--- src/rtl/core/bti_fifo.sv ---
`timescale 1ns / 1ps
// ----------------------------------------------------------------------------
// bti_fifo
// Short command queue between the front and back ends.
// ----------------------------------------------------------------------------
module bti_fifo #(
  parameter int unsigned WIDTH = 64,
  parameter int unsigned DEPTH = 4
) (
  input  logic             clk,
  input  logic             rst_n,
  input  logic             push_valid,
  output logic             push_ready,
  input  logic [WIDTH-1:0] push_data,
  output logic             pop_valid,
  input  logic             pop_ready,
  output logic [WIDTH-1:0] pop_data
);

  localparam int unsigned PW = (DEPTH > 1) ? $clog2(DEPTH) : 1;
  localparam int unsigned CNT_W = $clog2(DEPTH + 1);

  logic [WIDTH-1:0] slot_r [DEPTH];
  logic [PW-1:0]    wr_ptr_r;
  logic [PW-1:0]    wr_ptr_nxt;
  logic [PW-1:0]    rd_ptr_r;
  logic [PW-1:0]    rd_ptr_nxt;
  logic [CNT_W-1:0] count_r;
  logic [CNT_W-1:0] count_nxt;
  logic             push;
  logic             pop;

  assign push_ready = count_r < CNT_W'(DEPTH);
  assign pop_valid  = count_r != '0;
  assign push       = push_valid && push_ready;
  assign pop        = pop_valid && pop_ready;
  assign pop_data   = slot_r[rd_ptr_r];

  always_comb begin
    wr_ptr_nxt = wr_ptr_r;
    rd_ptr_nxt = rd_ptr_r;
    count_nxt  = count_r;
    if (push) begin
      wr_ptr_nxt = (wr_ptr_r == PW'(DEPTH - 1)) ? '0 : wr_ptr_r + 1'b1;
    end
    if (pop) begin
      rd_ptr_nxt = (rd_ptr_r == PW'(DEPTH - 1)) ? '0 : rd_ptr_r + 1'b1;
    end
    if (push && !pop) begin
      count_nxt = count_r + 1'b1;
    end else if (pop && !push) begin
      count_nxt = count_r - 1'b1;
    end
  end

  always_ff @(posedge clk) begin
    if (!rst_n) begin
      wr_ptr_r <= '0;
      rd_ptr_r <= '0;
      count_r  <= '0;
    end else begin
      wr_ptr_r <= wr_ptr_nxt;
      rd_ptr_r <= rd_ptr_nxt;
      count_r  <= count_nxt;
    end
  end

  always_ff @(posedge clk) begin
    if (push) begin
      slot_r[wr_ptr_r] <= push_data;
    end
  end

  a_count_bound: assert property (@(posedge clk) disable iff (!rst_n)
    count_r <= CNT_W'(DEPTH))
    else $error("queue count above depth");

  a_count_inc: assert property (@(posedge clk) disable iff (!rst_n)
    push && !pop |=> count_r == $past(count_r) + 1'b1)
    else $error("queue count missed a push");

  a_count_dec: assert property (@(posedge clk) disable iff (!rst_n)
    pop && !push |=> count_r == $past(count_r) - 1'b1)
    else $error("queue count missed a pop");

endmodule

--- config.mk ---
export PLATFORM = sky130hd
export DESIGN_NAME = bti_fifo
export DESIGN_NICKNAME = d
export VERILOG_FILES = /design/src/rtl/core/bti_fifo.sv
export SDC_FILE = /design/constraint.sdc
export NUM_CORES = 1
export LEC_CHECK = 0
export ABC_AREA = 1
export BUFFER_PORTS_ARGS = -buffer_cell sky130_fd_sc_hd__buf_2
export CORE_ASPECT_RATIO = 1.25
export CORE_MARGIN = 5
export CORE_UTILIZATION = 48
export CTS_BUF_LIST = sky130_fd_sc_hd__clkbuf_4 sky130_fd_sc_hd__clkbuf_8
export DETAILED_ROUTE_END_ITERATION = 10
export GPL_TIMING_DRIVEN = 1
export HOLD_SLACK_MARGIN = 0.12
export PLACE_DENSITY_LB_ADDON = 0.15
export SLEW_MARGIN = 10
export SYNTH_ARGS = -nofsm -noshare
export SYNTH_HDL_FRONTEND = slang
export SYNTH_SLANG_ARGS = --single-unit
--- constraint.sdc ---
create_clock -name clk -period 5.2 [get_ports clk]
set_clock_uncertainty 0.05 [all_clocks]
set_input_delay 0 -clock clk [delete_from_list [all_inputs] [get_ports clk]]
set_output_delay 0 -clock clk [all_outputs]
set_load 0.01 [all_outputs]
==> results.py <==
metrics = {
    "run_status": {
        "outcome": "complete, no violations",
    },
    "run": {
        "cap_viol_max_count": 0,
    },
    "clock_network": {
        "clockRootBuffer": "clkbuf_8",
        "cts_made_buffers": 41,
        "cts_setup_buffers": 0,
        "cts.sinks": 265,
        "cts.clk_slew.worst_paths_ns": 0.06,
        "clockBufferDepth": 3,
        "cts_resized": 0,
        "cts_hold_buf": 69,
        "ctsHtreeMaxLevel": 2,
        "cts_tree": "done",
        "clk_latency_ns": 0.53,
    },
    "floorplanning": {
        "die_area_um2": 23800,
        "rows": 59,
        "die_x_um": 139,
        "dieHeight_um": 171,
        "initial_core_util": 0.482,
        "pin_count": 134,
        "fp.coreArea_um2": 20700,
    },
    "timing": {
        "fmax_ghz": 0.327,
        "final.setup.tns_ns": 0,
        "period_needed_ns": 3.05,
        "fin_crit_sh": 0.587,
        "slew_headroom": 0.240,
        "finalHoldViolCount": 0,
        "setup_viol": 0,
        "worst_slew_pin_slew_ns": 1.14,
        "grt_setup_unrepaired": "false",
        "slew_violations": 0,
    },
    "global_routing": {
        "grt_pass1_vias": 6584,
        "track_usage": 0.181,
        "antenna_found_initial": 0,
        "overflow": 0,
        "grt_max_degree": 74,
        "grt_pass1_wl_mm": 34.6,
    },
    "synthesis": {
        "synth-seq-cells": 265,
        "syn_area_per_cell_um2": 14.6,
        "syn-num-nets": 757,
        "ys_warn_count": 0,
        "syn_inst": 682,
        "yosysSeqAreaShare": 0.790,
        "syn_area_um2": 9960,
        "yosysUniqueCellTypes": 21,
    },
    "route": {
        "vias": 6312,
        "post_drt_via_cell_ratio": 5.29,
        "drt_iter0_drc": 449,
        "routedWlPerCell_um": 18.4,
        "drc_errors": 0,
        "dr.pass1.iters": 4,
        "ant_nets": 0,
        "wirelength_mm": 21.9,
    },
    "cells_and_area": {
        "n_antenna_cell": 0,
        "final_common_cell": "edfxtp_1",
        "final_cell_mix": "edfxtp_1, nor2_1, buf_2",
        "final_cells": 1194,
        "finalInstanceArea_um2": 12300,
        "fillers": 1694,
        "fin_util": 0.593,
        "final_layout_size_suffix_gt1_frac": 0.226,
        "finalNetCount": 970,
        "syn2layout_area_growth_pct": 23.1,
    },
    "hold_path": {
        "hold_class": "input pin to register",
        "hp-start": "push_data[63]",
        "worst_hold_path.num_cells": 2,
    },
    "power_and_ir_drop": {
        "ir_drop_v": 0.000355,
        "p_per_area_nw_per_um2": 485,
        "power.leakage_uw": 0.00436,
    },
    "place": {
        "dpl-instance-area_um2": 10800,
        "port_buffers": 133,
        "place.gp.congestion": 0.736,
        "dp.cells": 1057,
        "dpl.hpwl_mm": 12.0,
    },
    "worst_setup_path": {
        "critPathKind": "register to primary output",
        "crit_fanout": 73,
        "cpMaxStageDelayCell": "inv_4",
        "endpoint_kind": "primary output",
        "rr_startpoint": "count_r[2]$_SDFFE_PN0P_",
        "required_ns": 5.15,
        "critPathLaunchType": "register",
        "cp_cell_sequence": "inv_4 > buf_4 > o21ai_1 > o22ai_1 > buf_2",
        "cp_slowest_stage_delay_ns": 0.66,
        "cp.arrival_ns": 3.00,
        "reg2reg_depth": 4,
    },
}
[path summary, 6_finish.rpt]
kind / end / slack [ns]
min reg2reg: count_r[0]$_SDFFE_PN0P_ / 0.46
max reg2reg: slot_r[1][54]$_DFFE_PP_ / 2.53
max: pop_data[0] / 2.15
min: slot_r[3][63]$_DFFE_PP_ / 0.17
[routing by layer]
metal | GRT usage | vias up | share of wire
met5 | 0 | - | 0
met4 | 0.0596 | 0 | 0.017
met3 | 0.0394 | 31 | 0.061
met2 | 0.305 | 195 | 0.50
met1 | 0.238 | 3101 | 0.42
li1 | - | 2985 | -
[worst max-delay path, delay by kind of cell (launching register included)]
kind	cells	cell delay, ns
AOI/OAI and AO/OA	2	0.39
buffers and inverters	3	1.51
DFF	1	0.56
[cells by family (layout without fill, tap and decap cells)]
| family | after synthesis | after routing | synth area share |
|---|---|---|---|
| compound gates | 200 | 200 | 0.108 |
| fa+ha+maj | 7 | 7 | 0.00954 |
| buf+inv | 56 | 294 | 0.0336 |
| flops | 265 | 265 | 0.790 |
| simple gates | 154 | 154 | 0.0588 |
[synth_stat cells, drive strengths merged]
cell type / instances / area share
o21ai: 132 / 0.066
buf: 20 / 0.020
edfxtp: 256 / 0.77
nand3b: 1 / 0.00075
ha: 6 / 0.0075
dfxtp: 9 / 0.018
inv: 14 / 0.0053
fa: 1 / 0.0020
o22ai: 64 / 0.040
nand4: 1 / 0.00063
clkinv: 1 / 0.00038
nor2: 141 / 0.053
nand3: 1 / 0.00050
clkbuf: 21 / 0.0083
a21oi: 4 / 0.0020
nand2: 10 / 0.0038
[through the flow]
step / hold slack [ns] / power [uW] / worst slack, ns
3_3_place_gp: 0.162 / 4260 / 2.55
4_1_cts: 0.132 / 6020 / 2.07
6_report: 0.166 / 5950 / 2.15
2_1_floorplan: 0.0489 / 3730 / 1.38
5_1_grt: 0.155 / 6300 / 1.88
3_5_place_dp: 0.171 / 4310 / 2.49
[sequential cells by signal (all words and copies together) (netlist names), named ones only]
signal,flops
count_r,3
rd_ptr_r,2
slot_r,256
wr_ptr_r,2
[report_power, final]
group          internal [uW]  total [uW]  switching [uW]  leakage, uW
sequential              2600        2700             106      0.00242
combinational            546        1590            1050      0.00154
clock                    912        1660             744     0.000402
total                   4060        5950            1890      0.00436
[cell type report]
cell class | count | area (um^2) | share of cell area
Sequential cell | 265 | 7870 | 0.642
Clock buffer | 52 | 647 | 0.0527
Timing Repair Buffer | 211 | 1420 | 0.116
Multi-Input combinational cell | 361 | 1790 | 0.146
Clock inverter | 16 | 128 | 0.0104
Inverter | 15 | 58.8 | 0.00479
Tap cell | 274 | 343 | 0.0280
Power figures use the tool's default switching activity.
