--- src/rtl/core/bti_pkg.sv ---
`timescale 1ns / 1ps
// ----------------------------------------------------------------------------
// bti_pkg
// Shared types and fixed field widths of the bilinear table interpolator.
// ----------------------------------------------------------------------------
package bti_pkg;

  localparam int unsigned ROW_IDX_W = 8;
  localparam int unsigned COL_IDX_W = 10;
  localparam int unsigned VALUE_W   = 32;
  localparam int unsigned MOM_W     = 16;
  localparam int unsigned ENERGY_W  = 18;
  localparam int unsigned STATUS_W  = 2;

  // grid select
  localparam logic SPECIES_NEUTRON = 1'b0;
  localparam logic SPECIES_PROTON  = 1'b1;

  typedef enum logic [0:0] {
    OP_WRITE = 1'b0,
    OP_QUERY = 1'b1
  } op_t;

  typedef enum logic [STATUS_W-1:0] {
    ST_OK            = 2'd0,
    ST_ENERGY_RANGE  = 2'd1,
    ST_MOMENTUM_HIGH = 2'd2
  } status_t;

  // classification of one queued command
  typedef struct packed {
    op_t     op;
    status_t status;
  } cmd_ctl_t;

endpackage

--- src/rtl/core/bti_front.sv ---
`timescale 1ns / 1ps
// ----------------------------------------------------------------------------
// bti_front
// Accepts items, classifies them, splits query coordinates into cell and
// fraction and forms the linear grid address of the first sample.
// ----------------------------------------------------------------------------
module bti_front #(
  parameter int unsigned R    = 200,
  parameter int unsigned C    = 1000,
  parameter int unsigned F    = 8,
  parameter int unsigned AW   = 19,
  parameter int unsigned FE_W = 9,
  parameter int unsigned FM_W = 10
) (
  input  logic                                  clk,
  input  logic                                  rst_n,
  input  logic                                  in_valid,
  output logic                                  in_ready,
  input  logic                                  in_op,
  input  logic                                  in_species,
  input  logic [bti_pkg::ROW_IDX_W-1:0]         in_row_index,
  input  logic [bti_pkg::COL_IDX_W-1:0]         in_col_index,
  input  logic signed [bti_pkg::VALUE_W-1:0]    in_entry_value,
  input  logic [bti_pkg::MOM_W-1:0]             in_momentum,
  input  logic [bti_pkg::ENERGY_W-1:0]          in_energy,
  output logic                                  q_valid,
  input  logic                                  q_ready,
  output bti_pkg::cmd_ctl_t                     q_ctl,
  output logic [AW-1:0]                         q_addr,
  output logic signed [bti_pkg::VALUE_W-1:0]    q_wdata,
  output logic [FE_W-1:0]                       q_fe,
  output logic signed [FM_W-1:0]                q_fm
);

  localparam int unsigned STEP  = 1 << F;
  localparam int unsigned HALF  = STEP / 2;
  localparam int unsigned E_MAX = C * STEP - HALF;
  localparam int unsigned M_MAX = R * STEP - HALF;
  localparam int unsigned RW    = $clog2(R);
  localparam int unsigned CW    = $clog2(C);
  localparam int unsigned RLW   = $clog2(2 * R);

  logic              e_bad;
  logic              m_hi_bad;
  logic              m_neg;
  logic [31:0]       e_off;
  logic [31:0]       m_off;
  logic [31:0]       col_full;
  logic [31:0]       row_full;
  logic              col_clamp;
  logic              row_clamp;
  logic [CW-1:0]     col_d;
  logic [RW-1:0]     row_d;
  logic [FE_W-1:0]   fe_d;
  logic signed [FM_W-1:0] fm_d;
  bti_pkg::cmd_ctl_t ctl_d;
  logic              is_query;
  logic              wr_ok;
  logic              fire;
  logic              keep;

  logic              a_valid_r;
  logic              a_valid_nxt;
  bti_pkg::cmd_ctl_t a_ctl_r;
  logic              a_species_r;
  logic [RW-1:0]     a_row_r;
  logic [CW-1:0]     a_col_r;
  logic [FE_W-1:0]   a_fe_r;
  logic signed [FM_W-1:0] a_fm_r;
  logic signed [bti_pkg::VALUE_W-1:0] a_wdata_r;

  logic [RLW-1:0]    row_lin;
  logic [AW-1:0]     row_base;

  assign is_query = (bti_pkg::op_t'(in_op) == bti_pkg::OP_QUERY);
  assign wr_ok    = (32'(in_row_index) < 32'(R)) && (32'(in_col_index) < 32'(C));

  // energy axis
  assign e_bad     = (32'(in_energy) < 32'(HALF)) || (32'(in_energy) > 32'(E_MAX));
  assign e_off     = 32'(in_energy) - 32'(HALF);
  assign col_full  = e_off >> F;
  assign col_clamp = col_full > 32'(C - 2);

  // momentum axis, below the first centre extrapolates from rows 0 and 1
  assign m_hi_bad  = 32'(in_momentum) > 32'(M_MAX);
  assign m_neg     = 32'(in_momentum) < 32'(HALF);
  assign m_off     = 32'(in_momentum) - 32'(HALF);
  assign row_full  = m_off >> F;
  assign row_clamp = row_full > 32'(R - 2);

  always_comb begin
    ctl_d.op     = bti_pkg::op_t'(in_op);
    ctl_d.status = bti_pkg::ST_OK;
    col_d        = col_clamp ? CW'(C - 2) : col_full[CW-1:0];
    fe_d         = col_clamp ? FE_W'(STEP) : FE_W'(e_off[F-1:0]);
    if (m_neg) begin
      row_d = '0;
      fm_d  = FM_W'(m_off);
    end else begin
      row_d = row_clamp ? RW'(R - 2) : row_full[RW-1:0];
      fm_d  = row_clamp ? FM_W'(STEP) : FM_W'(m_off[F-1:0]);
    end
    if (!is_query) begin
      row_d = RW'(in_row_index);
      col_d = CW'(in_col_index);
    end else begin
      priority if (e_bad) begin
        ctl_d.status = bti_pkg::ST_ENERGY_RANGE;
      end else if (m_hi_bad) begin
        ctl_d.status = bti_pkg::ST_MOMENTUM_HIGH;
      end else begin
        ctl_d.status = bti_pkg::ST_OK;
      end
    end
  end

  assign in_ready = !a_valid_r || q_ready;
  assign fire     = in_valid && in_ready;
  // writes outside the grid are dropped here
  assign keep     = is_query || wr_ok;

  always_comb begin
    a_valid_nxt = a_valid_r;
    if (fire) begin
      a_valid_nxt = keep;
    end else if (q_ready) begin
      a_valid_nxt = 1'b0;
    end
  end

  always_ff @(posedge clk) begin
    if (!rst_n) begin
      a_valid_r <= 1'b0;
    end else begin
      a_valid_r <= a_valid_nxt;
    end
  end

  always_ff @(posedge clk) begin
    if (fire) begin
      a_ctl_r     <= ctl_d;
      a_species_r <= in_species;
      a_row_r     <= row_d;
      a_col_r     <= col_d;
      a_fe_r      <= fe_d;
      a_fm_r      <= fm_d;
      a_wdata_r   <= in_entry_value;
    end
  end

  // linear address of the lower-left sample
  assign row_lin  = (a_species_r == bti_pkg::SPECIES_PROTON) ?
                    RLW'(R) + RLW'(a_row_r) : RLW'(a_row_r);
  assign row_base = AW'(row_lin) * AW'(C);

  assign q_valid = a_valid_r;
  assign q_ctl   = a_ctl_r;
  assign q_addr  = row_base + AW'(a_col_r);
  assign q_wdata = a_wdata_r;
  assign q_fe    = a_fe_r;
  assign q_fm    = a_fm_r;

endmodule

--- config.mk ---
export PLATFORM = sky130hd
export DESIGN_NAME = bti_front
export DESIGN_NICKNAME = d
export VERILOG_FILES = /design/src/rtl/core/bti_pkg.sv /design/src/rtl/core/bti_front.sv
export SDC_FILE = /design/constraint.sdc
export NUM_CORES = 1
export LEC_CHECK = 0
export BUFFER_PORTS_ARGS = -buffer_cell sky130_fd_sc_hd__buf_2
export CELL_PAD_IN_SITES_DETAIL_PLACEMENT = 0
export CELL_PAD_IN_SITES_GLOBAL_PLACEMENT = 1
export CORE_MARGIN = 2
export CORE_UTILIZATION = 25
export CTS_BUF_LIST = sky130_fd_sc_hd__clkbuf_4 sky130_fd_sc_hd__clkbuf_8
export DETAILED_ROUTE_END_ITERATION = 8
export MAX_ROUTING_LAYER = met4
export PLACE_DENSITY_LB_ADDON = 0.12
export SYNTH_ARGS = -nofsm -noshare
export SYNTH_HDL_FRONTEND = slang
export SYNTH_SLANG_ARGS = --single-unit
--- constraint.sdc ---
create_clock -name clk -period 6.1 [get_ports clk]
set_clock_uncertainty 0.1 [all_clocks]
set_input_delay 0.305 -clock clk [delete_from_list [all_inputs] [get_ports clk]]
set_output_delay 0.305 -clock clk [all_outputs]
set_load 0.01 [all_outputs]
==> summary.txt <==
Drt
  • Routed WL: 14,300 um
  • Post-DRT Antenna Nets: 0
  • Vias/cell: 4.45
  • WL met3: 962 um
  • Wire length on met2: 6850 um
  • DRC Markers: 0
  • Wire per inst: 15.0 um
  • Met1 wire length: 6340 um
  • Initial DRC Count: 131
  • Via count: 4,232
  • Highest metal used: met4
  • First-pass iteration count of the detailed router: 4

Floorplanning
  • Initial Util: 25.5%
  • Vert. Die Dim: 151 um
  • Total Die Area: 0.0227 mm2
  • Core outline area: 0.0211 mm2
  • Num rows: 53
  • # IOs: 165
  • Die width: 151 um

Critical path
  • Crit path max fanout: 8
  • Slowest cell on the critical path: fa_1
  • Critical path class: reg -> out
  • CP Buf/Inv Count: 3
  • Most used cell, CP: fa_1
  • Critical Path End Type: output pin
  • Levels on crit path: 17
  • Worst path max stage delay: 560 ps
  • Data required time at the worst endpoint: 5690 ps
  • Data arrival time at the worst-slack endpoint: 5340 ps
  • Worst reg2reg path depth: 2
  • Startpoint Class: register
  • Crit path max-delay family: adder cells
  • Critical-path cell list: ha_1, mux2_2, xor2_2, inv_1, fa_1, fa_1, fa_1, inv_1, ha_2, o211ai_1, o211a_1, nand4b_1, a211o_1, nor2_1, nand4_1, xnor2_1, buf_2

Logic synthesis
  • Syn nets: 660
  • Mean area per synthesized cell: 10.8 um2
  • Post-synth EDFFs: 73
  • Ys async rst share: 0%
  • Syn Inst Count: 500
  • Yosys top cell by area: edfxtp_1
  • Seq/Total Area, Yosys: 41.1%
  • Synth top area share: 40.7%
  • Cell with the most instances after synthesis: edfxtp_1
  • Area contributors post-synth: edfxtp_1 (41%), ha_1 (12%), fa_1 (7.1%)
  • Syn. warnings: 0
  • Mapped cell area: 0.00538 mm2
  • Yosys reg bits: 74
  • Post-synth top cells: edfxtp_1 (73), inv_1 (52), ha_1 (51), nor2_1 (33), xnor2_1 (29)
  • Most common flop cell mapped by yosys: edfxtp_1
  • Unique cell type count in the Yosys netlist: 58

Timing
  • Final setup margin: 351 ps
  • Fmax: 0.174 GHz
  • Min cycle time layout: 5750 ps
  • Setup TNS: 0 ps
  • Fin crit share: 94.3%
  • Final hold slack: 21.7 ps
  • Relative slew slack: 22.2%
  • Slew @ Worst Pin: 1170 ps
  • Final setup vio count: 0
  • Hold Fails Final Rpt: 0
  • Slew Limit Fails: 0

CTS
  • Deepest clock path buffer count: 2
  • CTS Buf Count: 9
  • Clock transition at path regs: 90 ps
  • Clk_lat worst skew: 340 ps
  • CTS tree: done
  • CTS root buf: clkbuf_8
  • Number of clock sinks: 74
  • H-tree levels: 3

Power
  • Net Sw Frac: 47.1%
  • PnR Total Power: 0.00410 W
  • Clock share of power: 11.6%
  • Static Leak: 3.01 nW
  • Seq pwr share: 15.0%
  • Pwr Density: 595 mW/mm2
  • Psw: 0.00193 W
  • Part of the power in combinational logic: 73.4%
  • VDD IR max: 0.353 mV
  • Internal: 0.00217 W

Global routing
  • Largest net degree at the start of global routing: 74
  • Total GRT Usage: 13.2%
  • First-pass GRT wire length: 23,000 um
  • Overflow after GRT: 0
  • Vias in the first global route: 4,534
  • Initial antenna violation count: 2

Placed design
  • HPWL Detailed: 11,600 um
  • RePlAce Congestion: 0.802
  • Port Buffers: 164
  • DP Worst Slack: 349 ps

Outcome
  • Status: finished clean

Final layout
  • P&R area growth vs syn: 28.0%
  • Share of cells above drive strength 1: 30.9%
  • # nets final: 829
  • Filler cell count: 2,223

Hold path
  • Hold Path Cell Cnt: 1
  • Worst hold path type: in -> reg

Job
  • Max_cap viols: 0
layout by cell type (no fill, tap or decap), drive strengths merged, types with 6 or more instances in the layout:
master,instances
nand3,7
and2,11
ha,51
inv,53
o22ai,7
nor3,9
a21o,11
edfxtp,73
a21oi,22
nor4,6
a211oi,9
clkbuf,9
nand4,6
dlygate4sd3,7
buf,166
xnor2,29
nor2,33
o21ai,12
fa,19
nand2,27
nor2b,14
xor2,20
metrics by stage:
| step | util (%) | std cells | area [um2] |
|---|---|---|---|
| after CTS | 32.3 | 948 | 6810 |
| after global routing | 32.6 | 951 | 6880 |
| after floorplan | - | 500 | 5380 |
| after global placement | 30.7 | 925 | 6480 |
| after detailed placement | 30.7 | 925 | 6480 |
| final | 32.7 | 952 | 6890 |
cell type report:
type                    instances  area (um2)  share of cell area, %
repair buffers                173         906                   13.2
well taps                     275         344                   5.00
multi-input cells             359        2970                   43.1
inverters                      52         195                   2.83
diodes                          3        7.51                  0.109
clock buffers                   9         124                   1.80
flip-flops and latches         74        2210                   32.1
clock inverters                 7         126                   1.84
registers in the layout, summed over array words and instances (netlist names):
signal and cells:
a_species_r 1, a_row_r 8, q_fe 9, q_valid 1
q_wdata 32, q_ctl 3, a_col_r 10, q_fm 10
timing repair:
| item | 4_1_cts | 5_1_grt |
|---|---|---|
| setup endpoints to repair | 1 | 6 |
| resized for setup | 1 | 12 |
| buffers inserted | 0 | 1 |
| hold buffers | 7 | 0 |
| endpoints found under the hold margin | 7 | 0 |
| pin swaps | 0 | 1 |
power groups by stage:
stage | Sequential [W] | Clock (W) | Combinational (W)
2_1_floorplan | 0.000637 | 0 | 0.00211
3_3_place_gp | 0.000626 | 0 | 0.00297
3_5_place_dp | 0.000626 | 0 | 0.00297
4_1_cts | 0.000616 | 0.000492 | 0.00299
5_1_grt | 0.000620 | 0.000506 | 0.00342
6_report | 0.000616 | 0.000474 | 0.00301
cell families (layout without fill, tap and decap cells):
family                     after synthesis  count (layout)  share of synthesized area [%]
AOI/OAI and AO/OA                       94              94                           12.2
xor gates and xnor gates                49              49                           7.98
adders and majority gates               71              71                           19.1
buffers and inverters                   67             241                           4.98
DFF                                     74              74                           41.1
muxes                                    2               2                          0.419
other                                    0               3                              0
and+or+nand+nor                        143             143                           14.2
worst paths after layout:
check / start / to / slack (ps)
setup / recovery: a_row_r[3] / q_addr[18] / 350
hold / removal: in_entry_value[26] / q_wdata[26] / 20
setup reg to reg: q_valid / a_col_r[6] / 4380
hold reg to reg: q_valid / q_valid / 460
per-layer routing:
layer / up-vias / global-route usage (%)
li1: 2144 / -
met3: 12 / 3.45
met2: 121 / 21.4
met5: - / -
met4: 0 / 3.27
met1: 1955 / 16.6
(Power assumes the default switching activity.)
